==> src/rtl/core/htbc_pkg.sv <==
// shared types and constants for the huffman tree builder and coder
`timescale 1ns / 1ps

package htbc_pkg;

    localparam logic [1:0] ACT_LOAD   = 2'd0;
    localparam logic [1:0] ACT_BUILD  = 2'd1;
    localparam logic [1:0] ACT_ENCODE = 2'd2;
    localparam logic [1:0] ACT_DECODE = 2'd3;

    typedef enum logic [1:0] {
        ST_OK       = 2'd0,
        ST_NOTFOUND = 2'd1,
        ST_FULL     = 2'd2,
        ST_TOOLONG  = 2'd3
    } status_t;

    typedef struct packed {
        logic [1:0]  action;
        logic [7:0]  symbol;
        logic [31:0] leaf_weight;
        logic [31:0] query_code;
        logic [5:0]  query_length;
    } item_t;

    typedef struct packed {
        logic [1:0]  status;
        logic [7:0]  out_symbol;
        logic [31:0] code_bits;
        logic [5:0]  code_length;
    } result_t;

    typedef enum logic [4:0] {
        OP_NONE,
        OP_LATCH,
        OP_LOAD,
        OP_SWEEP_START,
        OP_SWEEP,
        OP_SCAN_START,
        OP_SCAN,
        OP_MERGE1,
        OP_MERGE2,
        OP_MERGE3,
        OP_ROOT,
        OP_PUSH_ROOT,
        OP_POP,
        OP_NODE,
        OP_PUSH_R,
        OP_PUSH_L,
        OP_UP_START,
        OP_UP_B,
        OP_UP_C,
        OP_D_START,
        OP_D_MOVE,
        OP_REPLY
    } op_t;

    typedef struct packed {
        op_t     op;
        status_t code;
    } cmd_t;

    typedef struct packed {
        logic [1:0] action;
        logic       lc_full;
        logic       lc_zero;
        logic       sweep_last;
        logic       build_done;
        logic       scan_done;
        logic       sp_zero;
        logic       is_leaf;
        logic       sym_match;
        logic       at_root;
        logic       depth_max;
        logic       q_too_long;
        logic       q_end;
        logic       built;
    } dp_stat_t;

endpackage

==> src/rtl/core/htbc_ctrl.sv <==
// control state machine sequencing load, build, encode and decode
`timescale 1ns / 1ps

module htbc_ctrl
    import htbc_pkg::*;
(
    input  logic     clk,
    input  logic     rst_n,
    input  logic     start,
    input  dp_stat_t stat,
    output cmd_t     cmd,
    output logic     busy
);

    typedef enum logic [4:0] {
        S_IDLE,
        S_DISPATCH,
        S_OK,
        S_SWEEP,
        S_MCHECK,
        S_SCAN,
        S_MERGE1,
        S_MERGE2,
        S_MERGE3,
        S_E_POP,
        S_E_NODE,
        S_E_TEST,
        S_E_PUSHL,
        S_U_CHECK,
        S_U_A,
        S_U_B,
        S_U_C,
        S_D_WAIT,
        S_D_STEP
    } state_t;

    state_t state_reg;
    state_t state_next;
    logic   busy_reg;

    always_comb
    begin
        state_next = state_reg;
        cmd.op     = OP_NONE;
        cmd.code   = ST_OK;
        unique case (state_reg)
            S_IDLE:
            begin
                if (start)
                begin
                    cmd.op     = OP_LATCH;
                    state_next = S_DISPATCH;
                end
            end
            S_DISPATCH:
            begin
                unique case (stat.action)
                    ACT_LOAD:
                    begin
                        if (stat.lc_full)
                        begin
                            cmd.op     = OP_REPLY;
                            cmd.code   = ST_FULL;
                            state_next = S_IDLE;
                        end
                        else
                        begin
                            cmd.op     = OP_LOAD;
                            state_next = S_OK;
                        end
                    end
                    ACT_BUILD:
                    begin
                        if (stat.lc_zero)
                        begin
                            cmd.op     = OP_REPLY;
                            cmd.code   = ST_FULL;
                            state_next = S_IDLE;
                        end
                        else
                        begin
                            cmd.op     = OP_SWEEP_START;
                            state_next = S_SWEEP;
                        end
                    end
                    ACT_ENCODE:
                    begin
                        if (!stat.built)
                        begin
                            cmd.op     = OP_REPLY;
                            cmd.code   = ST_FULL;
                            state_next = S_IDLE;
                        end
                        else
                        begin
                            cmd.op     = OP_PUSH_ROOT;
                            state_next = S_E_POP;
                        end
                    end
                    ACT_DECODE:
                    begin
                        if (!stat.built)
                        begin
                            cmd.op     = OP_REPLY;
                            cmd.code   = ST_FULL;
                            state_next = S_IDLE;
                        end
                        else if (stat.q_too_long)
                        begin
                            cmd.op     = OP_REPLY;
                            cmd.code   = ST_TOOLONG;
                            state_next = S_IDLE;
                        end
                        else
                        begin
                            cmd.op     = OP_D_START;
                            state_next = S_D_WAIT;
                        end
                    end
                    default:
                    begin
                        state_next = S_IDLE;
                    end
                endcase
            end
            S_OK:
            begin
                cmd.op     = OP_REPLY;
                state_next = S_IDLE;
            end
            S_SWEEP:
            begin
                cmd.op = OP_SWEEP;
                if (stat.sweep_last)
                begin
                    state_next = S_MCHECK;
                end
            end
            S_MCHECK:
            begin
                if (stat.build_done)
                begin
                    cmd.op     = OP_ROOT;
                    state_next = S_OK;
                end
                else
                begin
                    cmd.op     = OP_SCAN_START;
                    state_next = S_SCAN;
                end
            end
            S_SCAN:
            begin
                cmd.op = OP_SCAN;
                if (stat.scan_done)
                begin
                    state_next = S_MERGE1;
                end
            end
            S_MERGE1:
            begin
                cmd.op     = OP_MERGE1;
                state_next = S_MERGE2;
            end
            S_MERGE2:
            begin
                cmd.op     = OP_MERGE2;
                state_next = S_MERGE3;
            end
            S_MERGE3:
            begin
                cmd.op     = OP_MERGE3;
                state_next = S_MCHECK;
            end
            S_E_POP:
            begin
                if (stat.sp_zero)
                begin
                    cmd.op     = OP_REPLY;
                    cmd.code   = ST_NOTFOUND;
                    state_next = S_IDLE;
                end
                else
                begin
                    cmd.op     = OP_POP;
                    state_next = S_E_NODE;
                end
            end
            S_E_NODE:
            begin
                cmd.op     = OP_NODE;
                state_next = S_E_TEST;
            end
            S_E_TEST:
            begin
                if (stat.is_leaf)
                begin
                    if (stat.sym_match)
                    begin
                        cmd.op     = OP_UP_START;
                        state_next = S_U_CHECK;
                    end
                    else
                    begin
                        state_next = S_E_POP;
                    end
                end
                else
                begin
                    cmd.op     = OP_PUSH_R;
                    state_next = S_E_PUSHL;
                end
            end
            S_E_PUSHL:
            begin
                cmd.op     = OP_PUSH_L;
                state_next = S_E_POP;
            end
            S_U_CHECK:
            begin
                if (stat.at_root)
                begin
                    cmd.op     = OP_REPLY;
                    state_next = S_IDLE;
                end
                else if (stat.depth_max)
                begin
                    cmd.op     = OP_REPLY;
                    cmd.code   = ST_TOOLONG;
                    state_next = S_IDLE;
                end
                else
                begin
                    state_next = S_U_A;
                end
            end
            S_U_A:
            begin
                state_next = S_U_B;
            end
            S_U_B:
            begin
                cmd.op     = OP_UP_B;
                state_next = S_U_C;
            end
            S_U_C:
            begin
                cmd.op     = OP_UP_C;
                state_next = S_U_CHECK;
            end
            S_D_WAIT:
            begin
                state_next = S_D_STEP;
            end
            S_D_STEP:
            begin
                if (stat.q_end)
                begin
                    cmd.op     = OP_REPLY;
                    cmd.code   = stat.is_leaf ? ST_OK : ST_NOTFOUND;
                    state_next = S_IDLE;
                end
                else if (stat.is_leaf)
                begin
                    cmd.op     = OP_REPLY;
                    cmd.code   = ST_NOTFOUND;
                    state_next = S_IDLE;
                end
                else
                begin
                    cmd.op     = OP_D_MOVE;
                    state_next = S_D_WAIT;
                end
            end
            default:
            begin
                state_next = S_IDLE;
            end
        endcase
    end

    always_ff @(posedge clk or negedge rst_n)
    begin
        if (!rst_n)
        begin
            state_reg <= S_IDLE;
            busy_reg  <= 1'b0;
        end
        else
        begin
            state_reg <= state_next;
            busy_reg  <= (state_next != S_IDLE);
        end
    end

    assign busy = busy_reg;

endmodule

==> config.mk <==
export PLATFORM = sky130hd
export DESIGN_NAME = htbc_ctrl
export DESIGN_NICKNAME = d
export VERILOG_FILES = /design/src/rtl/core/htbc_pkg.sv /design/src/rtl/core/htbc_ctrl.sv
export SDC_FILE = /design/constraint.sdc
export NUM_CORES = 1
export LEC_CHECK = 0
export ABC_AREA = 1
export BUFFER_PORTS_ARGS = -buffer_cell sky130_fd_sc_hd__buf_2
export CAP_MARGIN = 5
export CORE_UTILIZATION = 57
export CTS_BUF_LIST = sky130_fd_sc_hd__clkbuf_2
export CTS_CLUSTER_DIAMETER = 200
export DETAILED_ROUTE_END_ITERATION = 12
export HOLD_SLACK_MARGIN = 0.08
export PLACE_DENSITY = 0.87
export REMOVE_ABC_BUFFERS = 1
export SKIP_LAST_GASP = 1
export SYNTH_ARGS = -nofsm -noshare
export SYNTH_HDL_FRONTEND = slang
export SYNTH_SLANG_ARGS = --single-unit
==> constraint.sdc <==
create_clock -name clk -period 3.8 [get_ports clk]
set_input_delay 0.57 -clock clk [delete_from_list [all_inputs] [get_ports clk]]
set_output_delay 0.57 -clock clk [all_outputs]
set_load 0.1 [all_outputs]
---- After elaboration in Yosys (flattened, before gate mapping) ----
Index checks and enable logic that the tools add are counted.
word-level totals
  flip-flop bits (word level) ............. 6
  bits of input ports ..................... 18
  word-level logic and storage cells ...... 69
cells by class
  equality and inequality tests ........... 21
  mux-type cells .......................... 43
  reductions and logical operators ........ 3
operator list
  operator            number
  $pmux 5 s18         1
  $mux 5              17
  $pmux 5 s17         1
  $eq 5x4->1 const B  8
  $pmux 7 s4          1
  $eq 5x3->1 const B  4
  $pmux 5 s4          1
  $mux 4              4
  $eq 5x5->1 const B  3
  $mux 2              7
  $mux 3              4
  $eq 5x2->1 const B  2
  $pmux 2 s4          1
  $mux 7              1
  $eq 5x1->1 const B  1
  $logic_not 5->1     1
  $mux 1              5
  $reduce_bool 5->1   1
  $eq 2x2->1 const B  2
  $eq 2x1->1 const B  1
  $logic_not 2->1     1

---- Longest topological paths before layout ----
Gate-level depths: netlist (run 1).
  word-level depth ........................ 5
  depth in mapped cells ................... 9
  gate-level depth less buffers ........... 9

---- Worst setup path before layout (run 1) ----
OpenSTA, ideal clock, no wires.
  path type ............................... input-to-output
  from .................................... input port stat[1] (netlist bit)
  to ...................................... output port cmd[0] (netlist bit)
  arrival ................................. 1.862 ns
  setup slack ............................. 1.368 ns
  stages on the path ...................... 4
  path buffers ............................ 0
  cells stage by stage .................... inv_1 -> ha_1 -> nand3_1 -> nand4_1
RTL lines
  item             RTL line         text
  start, declared  htbc_ctrl.sv:10  input dp_stat_t stat,
  end, declared    htbc_ctrl.sv:11  output cmd_t cmd,

==> results of run 1 <==
## metrics by stage
stage | util | hold slack (ps)
floorplan | - | 274
global placement | 0.744 | 392
detailed placement | 0.744 | 400
CTS | 0.755 | 150
global route | 0.755 | 139
finish | 0.755 | 146
## logic make-up after synthesis
family / Yosys count
and+or+nand+nor: 116
AOI/OAI and AO/OA: 9
buffers and inverters: 31
adders and majority gates: 2
DFF: 6
## final cells by class
cell class                 count  area (µm²)  share of cell area
multi-input combinational    127         598               0.587
sequential                     6         150               0.147
inverter                      30         113               0.110
timing repair buffer          25         125               0.123
clock buffer                   3        15.0              0.0147
tap                           15        18.8              0.0184
## worst min path at each step
stage / start / slack (ps) / depth (start not counted) / endpoint
after floorplan: rst_n / 270 / 0 / busy
after global placement: rst_n / 390 / 1 / state_reg[3]
after detailed placement: rst_n / 400 / 1 / state_reg[2]
after CTS: rst_n / 150 / 1 / state_reg[2]
after global routing: rst_n / 140 / 1 / state_reg[4]
final: rst_n / 150 / 1 / state_reg[2]
## power groups by stage
stage / sequential (mW) / combinational (mW) / clock (mW)
after floorplan: 0.147 / 0.549 / 0
after global placement: 0.110 / 0.694 / 0
after detailed placement: 0.111 / 0.703 / 0
after CTS: 0.110 / 0.705 / 0.0452
after global routing: 0.113 / 0.752 / 0.0496
final: 0.111 / 0.708 / 0.0453
## cell usage in the layout (no fill, tap or decap), drive strengths merged
cell type	synthesis	final
nand2	39	39
a21oi	2	2
nor2	37	37
nor3b	1	1
and3b	1	1
nand4	10	10
o22ai	1	1
dfrtp	6	6
inv	30	30
o21ai	6	6
nor3	5	5
buf	1	25
nand3b	2	2
clkbuf	0	3
ha	2	2
nand3	21	21
## routing by layer
metal  GRT usage  up-vias  wire length (µm)
li1            -      582                 -
met1       0.424      493               986
met2       0.512       82              1090
met3       0.103       12               315
met4       0.108        0                66
met5           0        -                 0
==> results by group, run 1 <==
Power
  • Int Pwr: 0.237 mW
  • Power share of the sequential group: 0.128
  • Pwr Density: 847 mW/mm²
  • NetSw: 0.627 mW
  • Overall Power: 0.864 mW
  • LEAKAGE: 0.654 nW
  • Logic pwr share: 0.819
  • Peak supply drop: 0.498 mV
  • Switching Fraction: 0.726
  • Clock power frac: 0.052

Final layout
  • Final Non-Filler Cells: 206
  • Area grow syn2layout: 17.8%
  • Fillers: 114
  • Fin area: 0.00102 mm²
  • Layout cell share with drive strength beyond 1: 0.178
  • Antenna cell count: 0
  • Max reg flops: 5
  • Nets@finish: 213

Worst hold path
  • Worst hold path type: in2async

Yosys
  • Multiplexer area fraction after synthesis: 0
  • Synth area leader: dfrtp_1
  • Xor/xnor share of the synthesized area: 0
  • Seq/Total Area, Yosys: 0.173
  • Mapped Area: 866 µm²
  • Post-synth EDFFs: 0
  • Post-Synthesis Cells: 164
  • Largest family of logic cells by synthesized area: simple AND/OR/NAND/NOR gates
  • Synth top area cells: dfrtp_1, nand2_1, nor2_1
  • Area share of fa/ha/maj cells after synthesis: 0.0289
  • Syn avg cell area: 5.28 µm²
  • Synth warn: 0
  • Yosys top cell area share: 0.173
  • Simple-gate share of the synthesized area: 0.608
  • Synth Flop Type: dfrtp_1
  • Synth Area in Compound Gates: 0.0535
  • Synth cell types: 20
  • Commonest cells post-synth: nand2_1, nor2_1, inv_1
  • Async SR Flop Fraction: 1.00
  • Top-count cell post-synth: nand2_1
  • Yosys reg bits: 6

Timing
  • Final min period: 2750 ps
  • Setup_tns: 0 ps
  • PnR worst setup slack: 1050 ps
  • Final period util: 0.723
  • Final hold violations: 0
  • Setup violations, final: 0
  • Slew Viols, Final: 0
  • RSZ-0062 raised after global routing: false
  • Clk_skew: 22.4 ps
  • Highest clock rate: 364 MHz
  • Actual slew at the worst max-slew pin: 485 ps
  • Worst slew margin: 0.679

Drt
  • Via count: 1169
  • Final ANT Viol Nets: 0
  • DRT iter0 DRCs: 77
  • Drt via density: 5.67
  • Routed wire length: 2460 µm
  • Residual DRC: 0
  • DR WL/cell: 11.9 µm
  • DR pass1 iterations: 5

Clock tree
  • TritonCTS clock tree: yes
  • Total CTS buffers: 3
  • Clk slew on worst S/H paths: 80 ps
  • Root Buffer: clkbuf_2
  • CTS max path bufs: 2
  • Post_cts resized: 0
  • Max H-tree Level: 1
  • Setup bufs post-CTS: 0
  • Cts hold-fix bufs: 0
  • Clock insertion delay at the later pin of the skew report: 230 ps
  • CTS Sinks: 6

Placement
  • Dpl cell area: 0.00100 mm²
  • Hpwl dp: 2050 µm
  • Dpl cells: 203
  • IO buf count: 25
  • RePlAce Congestion: 0.920
  • Pre-CTS WS: 1350 ps

Setup path
  • Worst Path Max Fanout: 12
  • Crit path DAT: 2180 ps
  • Critical path required time: 3230 ps
  • FF-to-FF path depth: 9
  • Worst setup EP type: output pin
  • Buf+Inv Stages, Crit Path: 3
  • R2R Setup Slk: 2050 ps
  • CP endpoint: cmd[4]
  • Critical R2R Capture: busy
  • Crit path cell chain: inv_2 > nand2_1 > nor2_2 > inv_1 > a21oi_1 > nand2_1 > nand4_1 > buf_2
  • Slowest cell on the critical path: dfrtp_1
  • Crit path launch: state_reg[4]
  • Worst R2R Start: state_reg[4]
  • Critical path's top delay family: buffers and inverters
  • Stages on worst setup path: 8
  • CP most frequent cell: nand2_1
  • Largest stage delay, worst path: 520 ps
  • Critical path class: reg2out
  • CP Launch Type: flip-flop

Die
  • Rows: 13
  • Die Y: 41.0 µm
  • Die width: 41.0 µm
  • Die area: 0.00168 mm²
  • Initial Util: 0.641
  • Ports: 26
  • Core Footprint: 0.00135 mm²

GRT
  • Gr ovfl total: 0
  • Largest net degree at the start of global routing: 13
  • Antenna violations before repair: 0
  • Vias in the first global route: 885
  • Tot GR Track Use: 0.329
  • First-pass GRT wire length: 3590 µm

Status
  • Outcome: finished, final reports clean

Run
  • Number of max-cap violations: 0
No activity file was read; power rests on OpenSTA's default activity.
==> run 2, diff against run 1 <==
--- a/config.mk
+++ b/config.mk
@@ -8,12 +8,12 @@
 export ABC_AREA = 1
 export BUFFER_PORTS_ARGS = -buffer_cell sky130_fd_sc_hd__buf_2
 export CAP_MARGIN = 5
-export CORE_UTILIZATION = 57
+export CORE_UTILIZATION = 53
 export CTS_BUF_LIST = sky130_fd_sc_hd__clkbuf_2
 export CTS_CLUSTER_DIAMETER = 200
 export DETAILED_ROUTE_END_ITERATION = 12
 export HOLD_SLACK_MARGIN = 0.08
-export PLACE_DENSITY = 0.87
+export PLACE_DENSITY = 0.82
 export REMOVE_ABC_BUFFERS = 1
 export SKIP_LAST_GASP = 1
 export SYNTH_ARGS = -nofsm -noshare
==> constraint.sdc (replaced) <==
create_clock -name clk -period 2.8 [get_ports clk]
set_input_delay 0.42 -clock clk [delete_from_list [all_inputs] [get_ports clk]]
set_output_delay 0.42 -clock clk [all_outputs]
set_load 0.1 [all_outputs]
==> run 2 against run 1 <==
Compared with the run above:
- wire length is 3.4% higher
- final cell count is 0.97% higher
- register-to-register slack worse by 940 ps
- clock-buffer cell count stayed put
- sequential power is 36% higher
- total power is 36% higher
- die area is 7.2% higher
- flip-flop and latch count stayed put
- non-clock buffer count is 1 higher
==> results by group, run 2 (synthesis gave the netlist of run 1 again) <==
Status
  • Outcome: finished, final reports clean

Setup path
  • Critical path's top delay family: buffers and inverters
  • Worst setup EP type: output pin
  • CP Launch Type: flip-flop
  • Critical path class: reg2out
  • R2R Setup Slk: 1110 ps
  • Crit path DAT: 2150 ps
  • CP most frequent cell: nand2_1
  • Crit path cell chain: inv_2 > nand2_1 > nor2_2 > inv_1 > a21oi_1 > nand2_1 > nand4_1 > buf_2
  • Largest stage delay, worst path: 530 ps
  • Slowest cell on the critical path: dfrtp_1
  • Worst Path Max Fanout: 12
  • Buf+Inv Stages, Crit Path: 3
  • Critical path required time: 2380 ps

Clock tree
  • CTS Sinks: 6
  • Root Buffer: clkbuf_2
  • Post_cts resized: 0
  • Max H-tree Level: 1
  • CTS max path bufs: 2
  • TritonCTS clock tree: yes
  • Clock insertion delay at the later pin of the skew report: 220 ps
  • Cts hold-fix bufs: 1
  • Total CTS buffers: 3
  • Setup bufs post-CTS: 0
  • Clk slew on worst S/H paths: 60 ps

Timing
  • Setup_tns: 0 ps
  • Actual slew at the worst max-slew pin: 492 ps
  • Slew Viols, Final: 0
  • RSZ-0062 raised after global routing: false
  • Final hold violations: 0
  • Clk_skew: 6.89 ps
  • Final min period: 2570 ps
  • Worst slew margin: 0.675
  • Setup violations, final: 0
  • Highest clock rate: 389 MHz
  • Final period util: 0.918

Final layout
  • Commonest non-fill, non-tap cell in the layout: nand2_1
  • Antenna cell count: 0
  • Nets@finish: 214
  • Fillers: 155
  • Most frequent cells in the layout: nand2_1, nor2_1, inv_1, buf_2, nand3_1
  • Max reg flops: 5
  • Area grow syn2layout: 19.1%
  • Layout cell share with drive strength beyond 1: 0.177

Drt
  • Via count: 1190
  • Final ANT Viol Nets: 0
  • Residual DRC: 0
  • DR WL/cell: 12.2 µm
  • Drt via density: 5.72
  • Routed wire length: 2540 µm
  • DRT iter0 DRCs: 77
  • DR pass1 iterations: 4

Die
  • Rows: 14
  • Die width: 42.4 µm
  • Initial Util: 0.568
  • Die Y: 42.4 µm
  • Ports: 26
  • Core Footprint: 0.00152 mm²
  • Die area: 0.00180 mm²

GRT
  • First-pass GRT wire length: 4350 µm
  • Antenna violations before repair: 0
  • Gr ovfl total: 0
  • Tot GR Track Use: 0.311
  • Vias in the first global route: 1030
  • Largest net degree at the start of global routing: 13

Placement
  • RePlAce Congestion: 0.965
  • IO buf count: 25
  • Hpwl dp: 2090 µm

Power
  • Overall Power: 1.17 mW
  • Peak supply drop: 0.812 mV
  • Pwr Density: 1140 mW/mm²
  • LEAKAGE: 0.658 nW

Worst hold path
  • Worst hold path type: in2async

Run
  • Number of max-cap violations: 0
## run 2: cell types whose count changed in the layout (fill, tap and decap cells not counted), sizes merged
cell / change
dlygate4sd3: +1
## run 2: where the power goes
part           total [mW]  internal [mW]  switching [mW]
clock              0.0580         0.0289          0.0291
combinational       0.961          0.177           0.784
sequential          0.151          0.116          0.0354
total                1.17          0.322           0.848
## run 2: metrics by stage
stage | hold WS (ps) | setup WS [ps] | cell area, µm² | std cells | util
after global placement | 249 | 567 | 1010 | 204 | 0.660
after CTS | 540 | 264 | 1030 | 208 | 0.677
after detailed placement | 249 | 515 | 1010 | 204 | 0.660
after floorplan | 124 | 509 | 861 | 163 | -
final | 542 | 231 | 1030 | 208 | 0.677
after global routing | 559 | 40.1 | 1030 | 208 | 0.677
## run 2: final cells by class
| type | instances | area [µm²] | area share |
|---|---|---|---|
| repair buffers | 26 | 135 | 0.131 |
| multi-input cells | 127 | 598 | 0.580 |
| flip-flops and latches | 6 | 150 | 0.146 |
| inverters | 30 | 113 | 0.109 |
| well taps | 16 | 20.0 | 0.0194 |
| clock buffers | 3 | 15.0 | 0.0146 |
## run 2: routing by layer
layer	vias up	GRT usage	wire [µm]
met5	-	0	0
met4	0	0.0500	14
met3	2	0.0862	298
met2	91	0.492	1190
met1	515	0.430	1040
li1	582	-	-
## run 2: worst paths after layout
kind,startpoint,end,cells past startpoint
worst max-delay path,state_reg[4],cmd[4],8
worst min-delay path,rst_n,state_reg[2],2
worst max register to register,state_reg[4],busy,9
worst min register to register,state_reg[1],state_reg[1],4
max in group asynchronous,rst_n,state_reg[1],2
min in group clk,stat[8],state_reg[0],4
## run 2: worst register-to-register path: stages, from the launching register on
cell	delay (ps)
dfrtp_1	590
inv_2	160
nand3_1	130
nor2_1	60
inv_1	50
nand2_1	80
nor2_1	170
nand2_1	100
nor2_1	120
nand3_1	90
